===== config.mk =====
export PLATFORM = sky130hd
export DESIGN_NAME = wav_header_parser_top_flat
export DESIGN_NICKNAME = d
export VERILOG_FILES = /design/src/hw/rtl/whp_pkg.sv /design/src/hw/rtl/whp_req_if.sv /design/src/hw/rtl/whp_rsp_if.sv /design/src/hw/rtl/whp_ctrl.sv /design/src/hw/rtl/whp_datapath.sv /design/src/hw/rtl/wav_header_parser_top.sv /design/src/flat_wrapper.sv
export SDC_FILE = /design/constraint.sdc
export NUM_CORES = 2
export LEC_CHECK = 0
export ABC_AREA = 1
export BUFFER_PORTS_ARGS = -buffer_cell sky130_fd_sc_hd__buf_2
export CORE_MARGIN = 1
export CORE_UTILIZATION = 55
export CTS_CLUSTER_SIZE = 40
export DETAILED_ROUTE_END_ITERATION = 16
export GPL_ROUTABILITY_DRIVEN = 0
export PLACE_DENSITY = 0.74
export RECOVER_POWER = 50
export SYNTH_ARGS = -nofsm -noshare
export SYNTH_HDL_FRONTEND = slang
export SYNTH_SLANG_ARGS = --single-unit

===== constraint.sdc =====
create_clock -name clock -period 7.7 [get_ports clock]
set_input_delay 1.155 -clock clock [delete_from_list [all_inputs] [get_ports clock]]
set_output_delay 1.155 -clock clock [all_outputs]
set_load 0.1 [all_outputs]

===== src/hw/rtl/whp_pkg.sv =====
// Shared types and constants for the WAV header parser.
package whp_pkg;

   localparam logic [31:0] TAG_RIFF    = 32'h4646_4952;
   localparam logic [31:0] TAG_RIFX    = 32'h5846_4952;
   localparam logic [31:0] TAG_WAVE    = 32'h4556_4157;
   localparam logic [31:0] TAG_FMT     = 32'h2074_6D66;
   localparam logic [31:0] TAG_DATA    = 32'h6174_6164;
   localparam logic [31:0] TAG_FACT    = 32'h7463_6166;
   localparam logic [15:0] FMT_PCM     = 16'h0001;
   localparam logic [15:0] FMT_EXT     = 16'hFFFE;
   localparam logic [31:0] GUID_W1     = 32'h0000_0001;
   localparam logic [31:0] GUID_W2     = 32'h0010_0000;
   localparam logic [31:0] GUID_W3     = 32'hAA00_0080;
   localparam logic [31:0] GUID_W4     = 32'h719B_3800;
   localparam logic [31:0] SIZE_STREAM = 32'h7FFF_F000;
   localparam logic [31:0] SIZE_ONES   = 32'hFFFF_FFFF;

   // warning bit positions
   localparam int W_RIFF = 0;
   localparam int W_WAVE = 1;
   localparam int W_FMT = 2;
   localparam int W_PCM_SHORT = 3;
   localparam int W_EXT_BAD = 4;
   localparam int W_GUID = 5;
   localparam int W_FORMAT = 6;
   localparam int W_CHAN0 = 7;
   localparam int W_BITS = 8;
   localparam int W_BRATE = 9;
   localparam int W_ALIGN = 10;
   localparam int W_FACT = 11;
   localparam int W_RSIZE = 12;

   typedef enum logic [23:0] {
      PH_RIFF   = 24'h000001,
      PH_RSIZE  = 24'h000002,
      PH_WAVE   = 24'h000004,
      PH_FMT    = 24'h000008,
      PH_FSIZE  = 24'h000010,
      PH_FORMAT = 24'h000020,
      PH_CHAN   = 24'h000040,
      PH_RATE   = 24'h000080,
      PH_BRATE  = 24'h000100,
      PH_ALIGN  = 24'h000200,
      PH_BITS   = 24'h000400,
      PH_EXTRA  = 24'h000800,
      PH_VALID  = 24'h001000,
      PH_CMAP   = 24'h002000,
      PH_GUID1  = 24'h004000,
      PH_GUID2  = 24'h008000,
      PH_GUID3  = 24'h010000,
      PH_GUID4  = 24'h020000,
      PH_FSKIP  = 24'h040000,
      PH_CTAG   = 24'h080000,
      PH_CSIZE  = 24'h100000,
      PH_CSKIP  = 24'h200000,
      PH_DSIZE  = 24'h400000,
      PH_DONE   = 24'h800000
   } phase_type;

   typedef enum logic [7:0] {
      S_IDLE  = 8'h01,
      S_PARSE = 8'h02,
      S_MULC  = 8'h04,
      S_CHK   = 8'h08,
      S_MULF  = 8'h10,
      S_FIN   = 8'h20,
      S_DIV   = 8'h40,
      S_EMIT  = 8'h80
   } ctl_state_type;

   typedef struct packed {
      logic load;
      logic parse;
      logic mul;
      logic chk;
      logic fin;
      logic div_step;
      logic emit;
   } cmd_type;

   typedef struct packed {
      logic fmt_hit;
      logic fin_hit;
      logic div_go;
      logic div_last;
   } status_type;

   typedef struct packed {
      logic        header_done;
      logic        stream_mode;
      logic        big_endian;
      logic [15:0] num_channels;
      logic [31:0] rate_hz;
      logic [15:0] sample_bits;
      logic [31:0] sample_count;
      logic [31:0] header_size;
      logic [13:0] warnings;
   } rsp_word_type;

endpackage


===== src/hw/rtl/whp_req_if.sv =====
// Input channel: one file byte per word.
interface whp_req_if;
   logic       valid;
   logic       ready;
   logic [7:0] byte_value;
   logic       first_byte;
   modport source (output valid, output byte_value, output first_byte, input ready);
   modport sink (input valid, input byte_value, input first_byte, output ready);
endinterface


===== src/hw/rtl/whp_rsp_if.sv =====
// Result channel: parse status word.
interface whp_rsp_if;
   logic        valid;
   logic        ready;
   logic        header_done;
   logic        stream_mode;
   logic        big_endian;
   logic [15:0] num_channels;
   logic [31:0] rate_hz;
   logic [15:0] sample_bits;
   logic [31:0] sample_count;
   logic [31:0] header_size;
   logic [13:0] warnings;
   modport source (output valid, output header_done, output stream_mode, output big_endian,
                   output num_channels, output rate_hz, output sample_bits,
                   output sample_count, output header_size, output warnings, input ready);
   modport sink (input valid, input header_done, input stream_mode, input big_endian,
                 input num_channels, input rate_hz, input sample_bits,
                 input sample_count, input header_size, input warnings, output ready);
endinterface


===== src/hw/rtl/whp_ctrl.sv =====
// Sequencing controller for the WAV header parser.
module whp_ctrl
   import whp_pkg::*;
(
   input  logic       clock,
   input  logic       reset,
   input  logic       req_valid,
   output logic       req_ready,
   output logic       rsp_valid,
   input  logic       rsp_ready,
   input  status_type status,
   output cmd_type    cmd
);

   ctl_state_type state_ff, state_in;
   logic          rsp_valid_ff, rsp_valid_in;
   logic          accept;
   logic          slot_free;

   assign slot_free = !rsp_valid_ff || rsp_ready;
   assign req_ready = (state_ff == S_IDLE);
   assign accept    = req_valid && req_ready;
   assign rsp_valid = rsp_valid_ff;

   always_comb begin
      state_in = state_ff;
      unique case (state_ff)
         S_IDLE:  if (accept) state_in = S_PARSE;
         S_PARSE: begin
            if (status.fmt_hit) state_in = S_MULC;
            else if (status.fin_hit) state_in = S_MULF;
            else state_in = S_EMIT;
         end
         S_MULC:  state_in = S_CHK;
         S_CHK:   state_in = S_EMIT;
         S_MULF:  state_in = S_FIN;
         S_FIN:   state_in = status.div_go ? S_DIV : S_EMIT;
         S_DIV:   if (status.div_last) state_in = S_EMIT;
         S_EMIT:  if (slot_free) state_in = S_IDLE;
         default: state_in = S_IDLE;
      endcase
   end

   always_comb begin
      cmd.load     = accept;
      cmd.parse    = (state_ff == S_PARSE);
      cmd.mul      = (state_ff == S_MULC) || (state_ff == S_MULF);
      cmd.chk      = (state_ff == S_CHK);
      cmd.fin      = (state_ff == S_FIN);
      cmd.div_step = (state_ff == S_DIV);
      cmd.emit     = (state_ff == S_EMIT) && slot_free;
   end

   always_comb begin
      rsp_valid_in = rsp_valid_ff;
      if (rsp_valid_ff && rsp_ready) rsp_valid_in = 1'b0;
      if (cmd.emit) rsp_valid_in = 1'b1;
   end

   always_ff @(posedge clock) begin
      if (reset) begin
         state_ff     <= S_IDLE;
         rsp_valid_ff <= 1'b0;
      end else begin
         state_ff     <= state_in;
         rsp_valid_ff <= rsp_valid_in;
      end
   end

endmodule


===== src/hw/rtl/whp_datapath.sv =====
// Parse registers, field assembly, format checks and sample count divider.
module whp_datapath
   import whp_pkg::*;
(
   input  logic         clock,
   input  logic         reset,
   input  cmd_type      cmd,
   input  logic [7:0]   byte_value,
   input  logic         first_byte,
   output status_type   status,
   output rsp_word_type rsp_word
);

   phase_type    phase_ff, phase_in;
   logic [2:0]   idx_ff, idx_in;
   logic [31:0]  asm_ff, asm_in;
   logic [31:0]  tag_ff, tag_in;
   logic [31:0]  skip_ff, skip_in;
   logic [31:0]  cons_ff, cons_in;
   logic [31:0]  riff_ff, riff_in;
   logic [31:0]  fsize_ff, fsize_in;
   logic [15:0]  fmt_ff, fmt_in;
   logic [15:0]  chan_ff, chan_in;
   logic [31:0]  rate_ff, rate_in;
   logic [31:0]  brate_ff, brate_in;
   logic [15:0]  align_ff, align_in;
   logic [15:0]  bits_ff, bits_in;
   logic [31:0]  dsize_ff, dsize_in;
   logic [13:0]  warn_ff, warn_in;
   logic         rifx_ff, rifx_in;
   logic [31:0]  count_ff, count_in;
   logic [31:0]  rem_ff, rem_in;
   logic [4:0]   dcnt_ff, dcnt_in;
   logic [31:0]  prod_a_ff, prod_a_in;
   logic [31:0]  prod_b_ff, prod_b_in;
   logic [7:0]   byte_ff;
   logic         first_ff;
   rsp_word_type rsp_ff;

   logic         stream;
   logic [28:0]  divisor;
   logic [31:0]  exp_rate;
   logic [32:0]  rem_sh;
   logic         rem_ge;
   logic [34:0]  diff;

   assign divisor = prod_b_ff[31:3];
   assign exp_rate = 32'(prod_a_ff[31:3] * chan_ff);
   assign stream = (riff_ff == '0) || (riff_ff == SIZE_ONES) || (dsize_ff == '0) ||
                   (dsize_ff == SIZE_ONES) || (dsize_ff == SIZE_STREAM);
   assign rem_sh = {rem_ff, count_ff[31]};
   assign rem_ge = rem_sh >= {4'b0, divisor};
   assign diff = {3'b0, cons_ff} - 35'd8 + {3'b0, dsize_ff} - {3'b0, riff_ff};

   always_comb begin
      logic        be;
      logic [2:0]  nbytes;
      logic [31:0] v;
      logic [2:0]  idx_nx;
      logic        done_f;
      logic        takes;

      phase_in = phase_ff; idx_in = idx_ff; asm_in = asm_ff; tag_in = tag_ff;
      skip_in = skip_ff; cons_in = cons_ff; riff_in = riff_ff; fsize_in = fsize_ff;
      fmt_in = fmt_ff; chan_in = chan_ff; rate_in = rate_ff; brate_in = brate_ff;
      align_in = align_ff; bits_in = bits_ff; dsize_in = dsize_ff; warn_in = warn_ff;
      rifx_in = rifx_ff; count_in = count_ff; rem_in = rem_ff; dcnt_in = dcnt_ff;
      prod_a_in = prod_a_ff; prod_b_in = prod_b_ff;

      status.div_go   = !stream && (divisor != '0);
      status.div_last = (dcnt_ff == 5'd31);

      // restart on the first byte of a file
      if (first_ff) begin
         phase_in = PH_RIFF; idx_in = '0; asm_in = '0; tag_in = '0; skip_in = '0;
         cons_in = '0; riff_in = '0; fsize_in = '0; fmt_in = '0; chan_in = '0;
         rate_in = '0; brate_in = '0; align_in = '0; bits_in = '0; dsize_in = '0;
         warn_in = '0; rifx_in = 1'b0; count_in = '0;
      end

      takes = !(phase_in == PH_FSKIP || phase_in == PH_CSKIP || phase_in == PH_DONE);
      nbytes = (phase_in == PH_FORMAT || phase_in == PH_CHAN || phase_in == PH_ALIGN ||
                phase_in == PH_BITS || phase_in == PH_EXTRA || phase_in == PH_VALID)
               ? 3'd2 : 3'd4;
      be = rifx_in && !(phase_in == PH_RIFF || phase_in == PH_WAVE ||
                        phase_in == PH_FMT || phase_in == PH_CTAG);
      v = be ? {asm_in[23:0], byte_ff} :
               (asm_in | ({24'b0, byte_ff} << {idx_in[1:0], 3'b000}));
      idx_nx = idx_in + 3'd1;
      done_f = idx_nx >= nbytes;

      status.fmt_hit = (phase_in == PH_BITS) && done_f;
      status.fin_hit = (phase_in == PH_DSIZE) && done_f;

      if (cmd.parse && phase_in != PH_DONE) begin
         if (cons_in != SIZE_ONES) cons_in = cons_in + 32'd1;
         if (takes) begin
            if (done_f) begin
               asm_in = '0;
               idx_in = '0;
            end else begin
               asm_in = v;
               idx_in = idx_nx;
            end
         end
         unique case (phase_in)
            PH_RIFF: if (done_f) begin
               if (v == TAG_RIFX) rifx_in = 1'b1;
               else if (v != TAG_RIFF) warn_in[W_RIFF] = 1'b1;
               phase_in = PH_RSIZE;
            end
            PH_RSIZE: if (done_f) begin riff_in = v; phase_in = PH_WAVE; end
            PH_WAVE: if (done_f) begin
               if (v != TAG_WAVE) warn_in[W_WAVE] = 1'b1;
               phase_in = PH_FMT;
            end
            PH_FMT: if (done_f) begin
               if (v != TAG_FMT) warn_in[W_FMT] = 1'b1;
               phase_in = PH_FSIZE;
            end
            PH_FSIZE: if (done_f) begin fsize_in = v; phase_in = PH_FORMAT; end
            PH_FORMAT: if (done_f) begin fmt_in = v[15:0]; phase_in = PH_CHAN; end
            PH_CHAN: if (done_f) begin chan_in = v[15:0]; phase_in = PH_RATE; end
            PH_RATE: if (done_f) begin rate_in = v; phase_in = PH_BRATE; end
            PH_BRATE: if (done_f) begin brate_in = v; phase_in = PH_ALIGN; end
            PH_ALIGN: if (done_f) begin align_in = v[15:0]; phase_in = PH_BITS; end
            PH_BITS: if (done_f) begin
               bits_in = v[15:0];
               if (fmt_in == FMT_EXT) phase_in = PH_EXTRA;
               else if (fsize_in > 32'd16) begin
                  skip_in = fsize_in - 32'd16;
                  phase_in = PH_FSKIP;
               end else phase_in = PH_CTAG;
            end
            PH_EXTRA: if (done_f) begin
               if (fsize_in < 32'd40 || v[15:0] < 16'd22) warn_in[W_EXT_BAD] = 1'b1;
               phase_in = PH_VALID;
            end
            PH_VALID: if (done_f) phase_in = PH_CMAP;
            PH_CMAP: if (done_f) phase_in = PH_GUID1;
            PH_GUID1: if (done_f) begin
               if (v != GUID_W1) warn_in[W_GUID] = 1'b1;
               phase_in = PH_GUID2;
            end
            PH_GUID2: if (done_f) begin
               if (v != GUID_W2) warn_in[W_GUID] = 1'b1;
               phase_in = PH_GUID3;
            end
            PH_GUID3: if (done_f) begin
               if (v != GUID_W3) warn_in[W_GUID] = 1'b1;
               phase_in = PH_GUID4;
            end
            PH_GUID4: if (done_f) begin
               if (v != GUID_W4) warn_in[W_GUID] = 1'b1;
               if (fsize_in > 32'd40) begin
                  skip_in = fsize_in - 32'd40;
                  phase_in = PH_FSKIP;
               end else phase_in = PH_CTAG;
            end
            PH_FSKIP, PH_CSKIP: begin
               if (skip_in <= 32'd1) begin
                  skip_in = '0;
                  phase_in = PH_CTAG;
               end else skip_in = skip_in - 32'd1;
            end
            PH_CTAG: if (done_f) begin
               tag_in = v;
               phase_in = (v == TAG_DATA) ? PH_DSIZE : PH_CSIZE;
            end
            PH_CSIZE: if (done_f) begin
               if (tag_in == TAG_FACT && v != 32'd4) warn_in[W_FACT] = 1'b1;
               skip_in = v;
               phase_in = (v != '0) ? PH_CSKIP : PH_CTAG;
            end
            PH_DSIZE: if (done_f) begin dsize_in = v; phase_in = PH_DONE; end
            default: ;
         endcase
      end

      if (!cmd.parse) begin
         // only a parse step applies the file restart
         phase_in = phase_ff; idx_in = idx_ff; asm_in = asm_ff; tag_in = tag_ff;
         skip_in = skip_ff; cons_in = cons_ff; riff_in = riff_ff; fsize_in = fsize_ff;
         fmt_in = fmt_ff; chan_in = chan_ff; rate_in = rate_ff; brate_in = brate_ff;
         align_in = align_ff; bits_in = bits_ff; dsize_in = dsize_ff; warn_in = warn_ff;
         rifx_in = rifx_ff; count_in = count_ff;
      end

      if (cmd.mul) begin
         prod_a_in = 32'(rate_ff * bits_ff);
         prod_b_in = chan_ff * bits_ff;
      end

      if (cmd.chk) begin
         if (fmt_ff == FMT_PCM) begin
            if (fsize_ff < 32'd16) warn_in[W_PCM_SHORT] = 1'b1;
         end else if (fmt_ff != FMT_EXT) warn_in[W_FORMAT] = 1'b1;
         if (chan_ff == '0) warn_in[W_CHAN0] = 1'b1;
         if (bits_ff != 16'd16) warn_in[W_BITS] = 1'b1;
         if (brate_ff != exp_rate) warn_in[W_BRATE] = 1'b1;
         if ({16'b0, align_ff} != {3'b0, divisor}) warn_in[W_ALIGN] = 1'b1;
      end

      if (cmd.fin) begin
         count_in = '0;
         if (!stream) begin
            if ($signed(diff) > 35'sd1 || $signed(diff) < -35'sd1) warn_in[W_RSIZE] = 1'b1;
            if (divisor != '0) begin
               count_in = dsize_ff;
               rem_in = '0;
               dcnt_in = '0;
            end
         end
      end

      if (cmd.div_step) begin
         rem_in = rem_ge ? 32'(rem_sh - {4'b0, divisor}) : rem_sh[31:0];
         count_in = {count_ff[30:0], rem_ge};
         dcnt_in = dcnt_ff + 5'd1;
      end
   end

   always_ff @(posedge clock) begin
      if (reset) begin
         phase_ff <= PH_RIFF; idx_ff <= '0; asm_ff <= '0; tag_ff <= '0; skip_ff <= '0;
         cons_ff <= '0; riff_ff <= '0; fsize_ff <= '0; fmt_ff <= '0; chan_ff <= '0;
         rate_ff <= '0; brate_ff <= '0; align_ff <= '0; bits_ff <= '0; dsize_ff <= '0;
         warn_ff <= '0; rifx_ff <= 1'b0; count_ff <= '0; rem_ff <= '0; dcnt_ff <= '0;
         first_ff <= 1'b0;
      end else begin
         phase_ff <= phase_in; idx_ff <= idx_in; asm_ff <= asm_in; tag_ff <= tag_in;
         skip_ff <= skip_in; cons_ff <= cons_in; riff_ff <= riff_in; fsize_ff <= fsize_in;
         fmt_ff <= fmt_in; chan_ff <= chan_in; rate_ff <= rate_in; brate_ff <= brate_in;
         align_ff <= align_in; bits_ff <= bits_in; dsize_ff <= dsize_in;
         warn_ff <= warn_in; rifx_ff <= rifx_in; count_ff <= count_in; rem_ff <= rem_in;
         dcnt_ff <= dcnt_in;
         if (cmd.load) first_ff <= first_byte;
      end
   end

   always_ff @(posedge clock) begin
      prod_a_ff <= prod_a_in;
      prod_b_ff <= prod_b_in;
      if (cmd.load) byte_ff <= byte_value;
      if (cmd.emit) begin
         rsp_ff.header_done  <= (phase_ff == PH_DONE);
         rsp_ff.stream_mode  <= (phase_ff == PH_DONE) && stream;
         rsp_ff.big_endian   <= rifx_ff;
         rsp_ff.num_channels <= chan_ff;
         rsp_ff.rate_hz      <= rate_ff;
         rsp_ff.sample_bits  <= bits_ff;
         rsp_ff.sample_count <= (phase_ff == PH_DONE) ? count_ff : '0;
         rsp_ff.header_size  <= (phase_ff == PH_DONE) ? cons_ff : '0;
         rsp_ff.warnings     <= warn_ff;
      end
   end

   assign rsp_word = rsp_ff;

endmodule


===== src/hw/rtl/wav_header_parser_top.sv =====
// Top level of the byte-serial RIFF/RIFX WAV header parser.
//
// One word on req_chan carries one byte of a WAV file; first_byte restarts the
// parse. Every accepted word yields exactly one status word on rsp_chan with
// the fields read so far, sticky warnings, and, once the data chunk size has
// been consumed, header_done with header length, stream mode and sample count.
// Bytes after the header are absorbed and the outputs hold until the next
// first_byte. A RIFX file has its numeric fields read big-endian.
// Sequence: an ordinary byte passes accept in idle, a parse step and result
// capture. The last byte of the fmt fields adds a product step and a check
// step for the format checks; the byte rate and block align checks go through
// the shared product registers. When a sample count is formed, the last data
// size byte adds a product step, a final check step and the radix-2 divider,
// one quotient bit per cycle; in stream mode or with a zero divisor the divider
// is skipped. A finished word waits in the output register, so the next byte is
// taken while the consumer stalls; only the capture of the following result
// waits until the register frees.
module wav_header_parser_top
   import whp_pkg::*;
(
   input logic       clock,
   input logic       reset,
   whp_req_if.sink   req_chan,
   whp_rsp_if.source rsp_chan
);

   cmd_type      cmd;
   status_type   status;
   rsp_word_type rsp_word;

   whp_ctrl u_ctrl (
      .clock     (clock),
      .reset     (reset),
      .req_valid (req_chan.valid),
      .req_ready (req_chan.ready),
      .rsp_valid (rsp_chan.valid),
      .rsp_ready (rsp_chan.ready),
      .status    (status),
      .cmd       (cmd)
   );

   whp_datapath u_datapath (
      .clock      (clock),
      .reset      (reset),
      .cmd        (cmd),
      .byte_value (req_chan.byte_value),
      .first_byte (req_chan.first_byte),
      .status     (status),
      .rsp_word   (rsp_word)
   );

   assign rsp_chan.header_done  = rsp_word.header_done;
   assign rsp_chan.stream_mode  = rsp_word.stream_mode;
   assign rsp_chan.big_endian   = rsp_word.big_endian;
   assign rsp_chan.num_channels = rsp_word.num_channels;
   assign rsp_chan.rate_hz      = rsp_word.rate_hz;
   assign rsp_chan.sample_bits  = rsp_word.sample_bits;
   assign rsp_chan.sample_count = rsp_word.sample_count;
   assign rsp_chan.header_size  = rsp_word.header_size;
   assign rsp_chan.warnings     = rsp_word.warnings;

   // a stalled result word holds until taken
   a_rsp_hold: assert property (@(posedge clock) disable iff (reset)
      (rsp_chan.valid && !rsp_chan.ready) |=> (rsp_chan.valid && $stable(rsp_word)))
      else $error("result word changed while stalled");

   // one byte in flight at a time
   a_one_inflight: assert property (@(posedge clock) disable iff (reset)
      (req_chan.valid && req_chan.ready) |=> !req_chan.ready)
      else $error("second byte accepted during processing");

   // no result appears in the cycle right after an accept
   a_no_early_rsp: assert property (@(posedge clock) disable iff (reset)
      (req_chan.valid && req_chan.ready) |=> !$rose(rsp_chan.valid))
      else $error("result appeared one cycle after accept");

   // sample count is only reported with a finished header
   a_count_done: assert property (@(posedge clock) disable iff (reset)
      (rsp_chan.valid && !rsp_chan.header_done) |-> (rsp_chan.sample_count == '0))
      else $error("sample count before header done");

endmodule

===== src/flat_wrapper.sv =====
// flat-port wrapper written by rule: the top's interface ports become plain ports
module wav_header_parser_top_flat import whp_pkg::*;
  (clock, reset, req_chan_valid, req_chan_byte_value, req_chan_first_byte, req_chan_ready, rsp_chan_valid, rsp_chan_header_done, rsp_chan_stream_mode, rsp_chan_big_endian, rsp_chan_num_channels, rsp_chan_rate_hz, rsp_chan_sample_bits, rsp_chan_sample_count, rsp_chan_header_size, rsp_chan_warnings, rsp_chan_ready);
  whp_req_if req_chan_i ();
  whp_rsp_if rsp_chan_i ();
  input logic clock;
  input logic reset;
  input wire logic [$bits(req_chan_i.valid)-1:0] req_chan_valid;
  input wire logic [$bits(req_chan_i.byte_value)-1:0] req_chan_byte_value;
  input wire logic [$bits(req_chan_i.first_byte)-1:0] req_chan_first_byte;
  output wire logic [$bits(req_chan_i.ready)-1:0] req_chan_ready;
  output wire logic [$bits(rsp_chan_i.valid)-1:0] rsp_chan_valid;
  output wire logic [$bits(rsp_chan_i.header_done)-1:0] rsp_chan_header_done;
  output wire logic [$bits(rsp_chan_i.stream_mode)-1:0] rsp_chan_stream_mode;
  output wire logic [$bits(rsp_chan_i.big_endian)-1:0] rsp_chan_big_endian;
  output wire logic [$bits(rsp_chan_i.num_channels)-1:0] rsp_chan_num_channels;
  output wire logic [$bits(rsp_chan_i.rate_hz)-1:0] rsp_chan_rate_hz;
  output wire logic [$bits(rsp_chan_i.sample_bits)-1:0] rsp_chan_sample_bits;
  output wire logic [$bits(rsp_chan_i.sample_count)-1:0] rsp_chan_sample_count;
  output wire logic [$bits(rsp_chan_i.header_size)-1:0] rsp_chan_header_size;
  output wire logic [$bits(rsp_chan_i.warnings)-1:0] rsp_chan_warnings;
  input wire logic [$bits(rsp_chan_i.ready)-1:0] rsp_chan_ready;
  assign req_chan_i.valid = req_chan_valid;
  assign req_chan_i.byte_value = req_chan_byte_value;
  assign req_chan_i.first_byte = req_chan_first_byte;
  assign req_chan_ready = req_chan_i.ready;
  assign rsp_chan_valid = rsp_chan_i.valid;
  assign rsp_chan_header_done = rsp_chan_i.header_done;
  assign rsp_chan_stream_mode = rsp_chan_i.stream_mode;
  assign rsp_chan_big_endian = rsp_chan_i.big_endian;
  assign rsp_chan_num_channels = rsp_chan_i.num_channels;
  assign rsp_chan_rate_hz = rsp_chan_i.rate_hz;
  assign rsp_chan_sample_bits = rsp_chan_i.sample_bits;
  assign rsp_chan_sample_count = rsp_chan_i.sample_count;
  assign rsp_chan_header_size = rsp_chan_i.header_size;
  assign rsp_chan_warnings = rsp_chan_i.warnings;
  assign rsp_chan_i.ready = rsp_chan_ready;
  wav_header_parser_top u_core (.clock(clock), .reset(reset), .req_chan(req_chan_i), .rsp_chan(rsp_chan_i));
endmodule

# Yosys cells after proc, flatten, opt, wreduce, memory -nomap -nowiden
# Index checks and enable logic that the tools add are counted.
# totals
register_bits	688
latchBits	0
mem_bits_rw	0
rom_bits	0
inputBits	13
out_inout_bits	147
wordCells	331
memories	0
# op_classes
n_addsub	10
mul	3
n_div	0
n_lt_le_gt_ge	10
eq_ne	60
n_shift	1
muxes	165
bitwise	1
n_reduce_logical	45
# op_table
operator	count
$mux 32	52
$mux 24	24
$pmux 24 s22	1
$mux 16	16
$eq 32x31->1 const B	4
$pmux 32 s4	1
$ne 32x31->1 const B	3
$eq 32x32->1 const B	2
$logic_not 32->1	2
$ne 32x32->1 const B	2
$pmux 8 s8	1
$mux 20	3
$eq 24x24->1 const B	2
$mux 8	6
$mux 1	44
$gt 35x2->1 const B	1
$lt 35x1->1 const B	1
$sub 34x33->35	1
$add 33x33->34	1
$ge 33x29->1	1
$sub 32x4->33 const B	1
$add 32x1->32 const B	1
$gt 32x5->1 const B	1
$gt 32x6->1 const B	1
other kinds (79)	123

# Longest topological paths before layout
# logic_depth
ltp_word	18
ltp_mapped	36
mapped_depth_nobuf	36

# Cells and area by module
# Synthesis repeated with hierarchy kept, for this count alone.
# unflattened
hier_cells	10100
area_unflattened_um2	72952.5
# modules_own_cells
module	n_inst	cells_per_inst	area_each_um2	seq_area_each_um2
whp_datapath	1	10005	72315.6	15574.9
whp_ctrl	1	95	636.9	180.2

# Worst setup path after synthesis
# No wires, ideal clock.
# synth_timing
path_type	input-to-reg
from	input rsp_chan_ready
to	register u_core.u_datapath.rsp_word[0] (netlist name)
setup_ps	649
arrival_time_ps	7197
required_time_ps	7051
slack_ps	-146
cell_stages	2
path_buffers	0
cell_sequence	nor2_1 > nor2_1
# synth_lines
item	line_no	source
from (decl)	flat_wrapper.sv:22	input wire logic [$bits(rsp_chan_i.ready)-1:0] rsp_chan_ready;

# Worst setup path in the final report
# layout_timing
from	register u_core.u_datapath.chan_ff[0]
to	register u_core.u_datapath.prod_b_ff[29], data pin
# layout_between
elab_chain_cells	1
# layout_lines
item	line_no	source
from (decl)	whp_datapath.sv:23	logic [15:0] chan_ff, chan_in;
from (signal assigned)	whp_datapath.sv:233	fmt_ff <= fmt_in; chan_ff <= chan_in; rate_ff <= rate_in; brate_ff <= brate_in;
$mul 16x16->32	whp_datapath.sv:191	prod_b_in = chan_ff * bits_ff;
to (signal assigned)	whp_datapath.sv:243	prod_b_ff <= prod_b_in;
to (decl)	whp_datapath.sv:35	logic [31:0] prod_b_ff, prod_b_in;
# No other way between the ends.
# A chain may end at the register's enable or synchronous reset.

==> impl_metrics.ini <==
[final_layout]
fin_nets = 10623
syn2layout_area_growth_pct = 6.36
drive_gt1_frac = 0.0460
final_core_util = 0.590

[clocking]
cts.sinks = 682
postCtsSetupBuffers = 0
cts_root_buf = clkbuf_16
holdBufCountCts = 0
cts.repair.resized = 0
insertion_delay_ns = 0.72
htree_num_levels = 3
cts_tree = done
clkTransAtPathRegs_ns = 0.07
cts_max_path_buffers = 3
cts-buffers-inserted = 81

[yosys]
synth_area_per_cell_sq_um = 7.42
synth_common_cells = nand2_1 (2535), inv_1 (1773), fa_1 (832), a21oi_1 (666), nor2_1 (593)
synth_simple_gate_area_frac = 0.229
synth_mux_area_frac = 0
yosys.area.top_type = fa_1
synth_top_family_by_area = adder cells
yosysMostFrequentCell = nand2_1
synthArstFlopShare = 0
synth_nets = 10725
yosysWarnings = 0
syn_area_sq_um = 71000
yosysTopAreaCellShare = 0.235
synth_xor_xnor_area_share = 0.0370
synth_enable_flop_cells = 210
synth.distinct_cells = 79
synthTopCellsByArea = fa_1 (23%), nand2_1 (13%), dfxtp_1 (13%)
ys.flop_type = dfxtp_1
synthesis.instances = 9570
yosys.area_share.adder = 0.289
ys_ff_latch = 682
synth_compound_area_frac = 0.0986
synth.yosys.seq_area_share = 0.222

[global_route]
overflow = 0
grt_pass1_vias = 64310
grt_pass1_wl_um = 357000
grtUsageTotal = 0.351
antenna_found_initial = 8
grt_start_max_net_pins = 169

[pwr]
leakage_nw = 33.8
powerDensity_nw_per_um2 = 111
ir_worst_vdd_mv = 0.187

[critical_path]
cpPeakStageDelay_ns = 1.03
critPathLaunchType = register
crit_buf_inv = 7
cp-end-kind = register
path_class = reg -> reg
ff2ff_path_depth = 26
rrSetupSlack_ns = 0.68
cp.depth = 26
crit_family = adder cells
crit_arrival_ns = 7.47
cp.required_ns = 8.15
crit_top_cell = inv_1
crit_fanout = 18
critPathLaunch = u_core.u_datapath.chan_ff[0]
r2r-start = u_core.u_datapath.chan_ff[0]
slowest_stage = dfxtp_1

[sta]
max_freq_ghz = 0.142
worst_clock_skew_ns = 0.0393
slew_headroom = -1.86
slew_viol_final = 567
period_share = 0.912
fin_crit_ns = 7.02
rsz0062_at_grt = no
final-hold-violation-count = 0
setup_tns_ns = 0
worst_pin_slew_ns = 4.28
finalSetupViolCount = 0

[outcome]
outcome = finished, violations left
violations = capacitance limit, slew limit

[route]
viasPerCell = 5.87
via_count = 65820
drc_errors = 0
ant_nets = 0
drt-initial-drc-count = 8399
wire_per_inst_um = 20.6
drt-pass1-iter-count = 7
routed_wl_um = 231000

[die]
boundaryPins = 160
die_h_um = 361
core-area_sq_um = 128000
rows = 131
fp.dieArea_sq_um = 130000
chipWidth_um = 361
start_util = 0.555

[run]
max_cap_viol_count = 11

[hold_path]
hold_class = reg -> reg
hold_depth = 0
worstHoldStart = u_core.u_datapath.warn_ff[1]

[placement]
post-dp-hpwl_um = 170000
portBuffers = 158
final timing paths:
path,to
min,u_core.u_datapath.rsp_word[1]
min reg2reg,u_core.u_datapath.rsp_word[1]
max,u_core.u_datapath.prod_b_ff[29]
max reg2reg,u_core.u_datapath.prod_b_ff[29]
routing by layer:
metal	up-vias	global-route usage	routed length, um
met3	918	0.0916	29900
met4	8	0.200	15200
met2	4251	0.524	97900
met5	-	0	136
met1	31205	0.462	87500
li1	29438	-	-
power by group:
| group | switching, mW | internal, mW | total (mW) |
|---|---|---|---|
| combinational | 0.485 | 0.107 | 0.592 |
| sequential | 0.0193 | 3.71 | 3.73 |
| clock | 1.74 | 2.34 | 4.08 |
kinds of logic (layout without fill, tap and decap cells):
kind of cell               Yosys count  in the layout
AOI/OAI and AO/OA                 1262           1262
xor gates and xnor gates           300            300
adders and majority gates         1142           1142
buffers and inverters             2292           2259
DFF                                682            682
other                                1              9
and+or+nand+nor                   3891           3891
placed cells by master (no fill, tap or decap), types with 14 or more instances in the layout:
cell type / n
a21oi_1: 666
a31oi_1: 53
buf_4: 117
clkbuf_1: 179
clkbuf_16: 83
clkinv_1: 18
dfxtp_1: 455
dfxtp_2: 17
edfxtp_1: 210
fa_1: 832
ha_1: 310
inv_1: 1771
inv_2: 30
nand2_1: 2535
nand2_2: 35
nand3_1: 285
nand4_1: 135
nor2_1: 587
nor2_2: 24
nor3_1: 121
nor4_1: 74
o211ai_1: 26
o21ai_0: 317
o21ai_1: 20
o21bai_1: 14
o221ai_1: 27
o22ai_1: 22
o31ai_1: 20
or2_2: 23
xnor2_1: 95
xor2_1: 205
per-stage QoR:
step	setup WS, ns	total power [mW]	hold WS [ns]	instance area [sq um]	cells
floorplan	1.54	4.18	0.403	71000	9570
global placement	1.10	4.35	0.412	73000	11047
detailed placement	0.974	4.36	0.420	73000	11047
CTS	0.955	8.38	0.436	75700	11199
global route	0.332	8.57	0.447	75500	11199
finish	0.677	8.40	0.433	75500	11207
flip-flops by register name, indices dropped and copies added (netlist names), 24 cells and up:
signal and count:
u_core.u_datapath.rsp_word 144, u_core.u_datapath.asm_ff 32, u_core.u_datapath.brate_ff 32, u_core.u_datapath.cons_ff 32, u_core.u_datapath.count_ff 32, u_core.u_datapath.dsize_ff 32, u_core.u_datapath.fsize_ff 32, u_core.u_datapath.rate_ff 32
u_core.u_datapath.rem_ff 32, u_core.u_datapath.riff_ff 32, u_core.u_datapath.skip_ff 32, u_core.u_datapath.tag_ff 32, u_core.u_datapath.prod_a_ff 29, u_core.u_datapath.prod_b_ff 29, u_core.u_datapath.phase_ff 24
layout make-up:
type,count,area [sq um]
antenna,8,20.0
clock buffer,105,2230
clock inverter,47,552
fill,11590,52400
inverter,1811,6810
multi-input combinational,6596,46400
sequential,682,15800
tap,1662,2080
timing repair buffer,296,1580
worst reg2reg max path: stages, from the launching register on:
cell	delay [ns]
dfxtp_1	1.03
clkbuf_1	0.93
nand2_1	0.17
inv_1	0.22
ha_1	0.21
fa_1	0.17
inv_1	0.05
fa_1	0.48
inv_1	0.05
fa_1	0.53
inv_1	0.05
fa_1	0.47
inv_1	0.05
fa_1	0.36
ha_1	0.39
a21oi_1	0.23
o21a_1	0.16
o221ai_1	0.10
a21oi_1	0.25
inv_1	0.08
a21oi_1	0.23
o21ai_0	0.17
nand3_1	0.09
nand2_1	0.07
nand2_1	0.07
nand2_1	0.06
xor2_1	0.14
No activity file was read; power rests on OpenSTA's default activity.
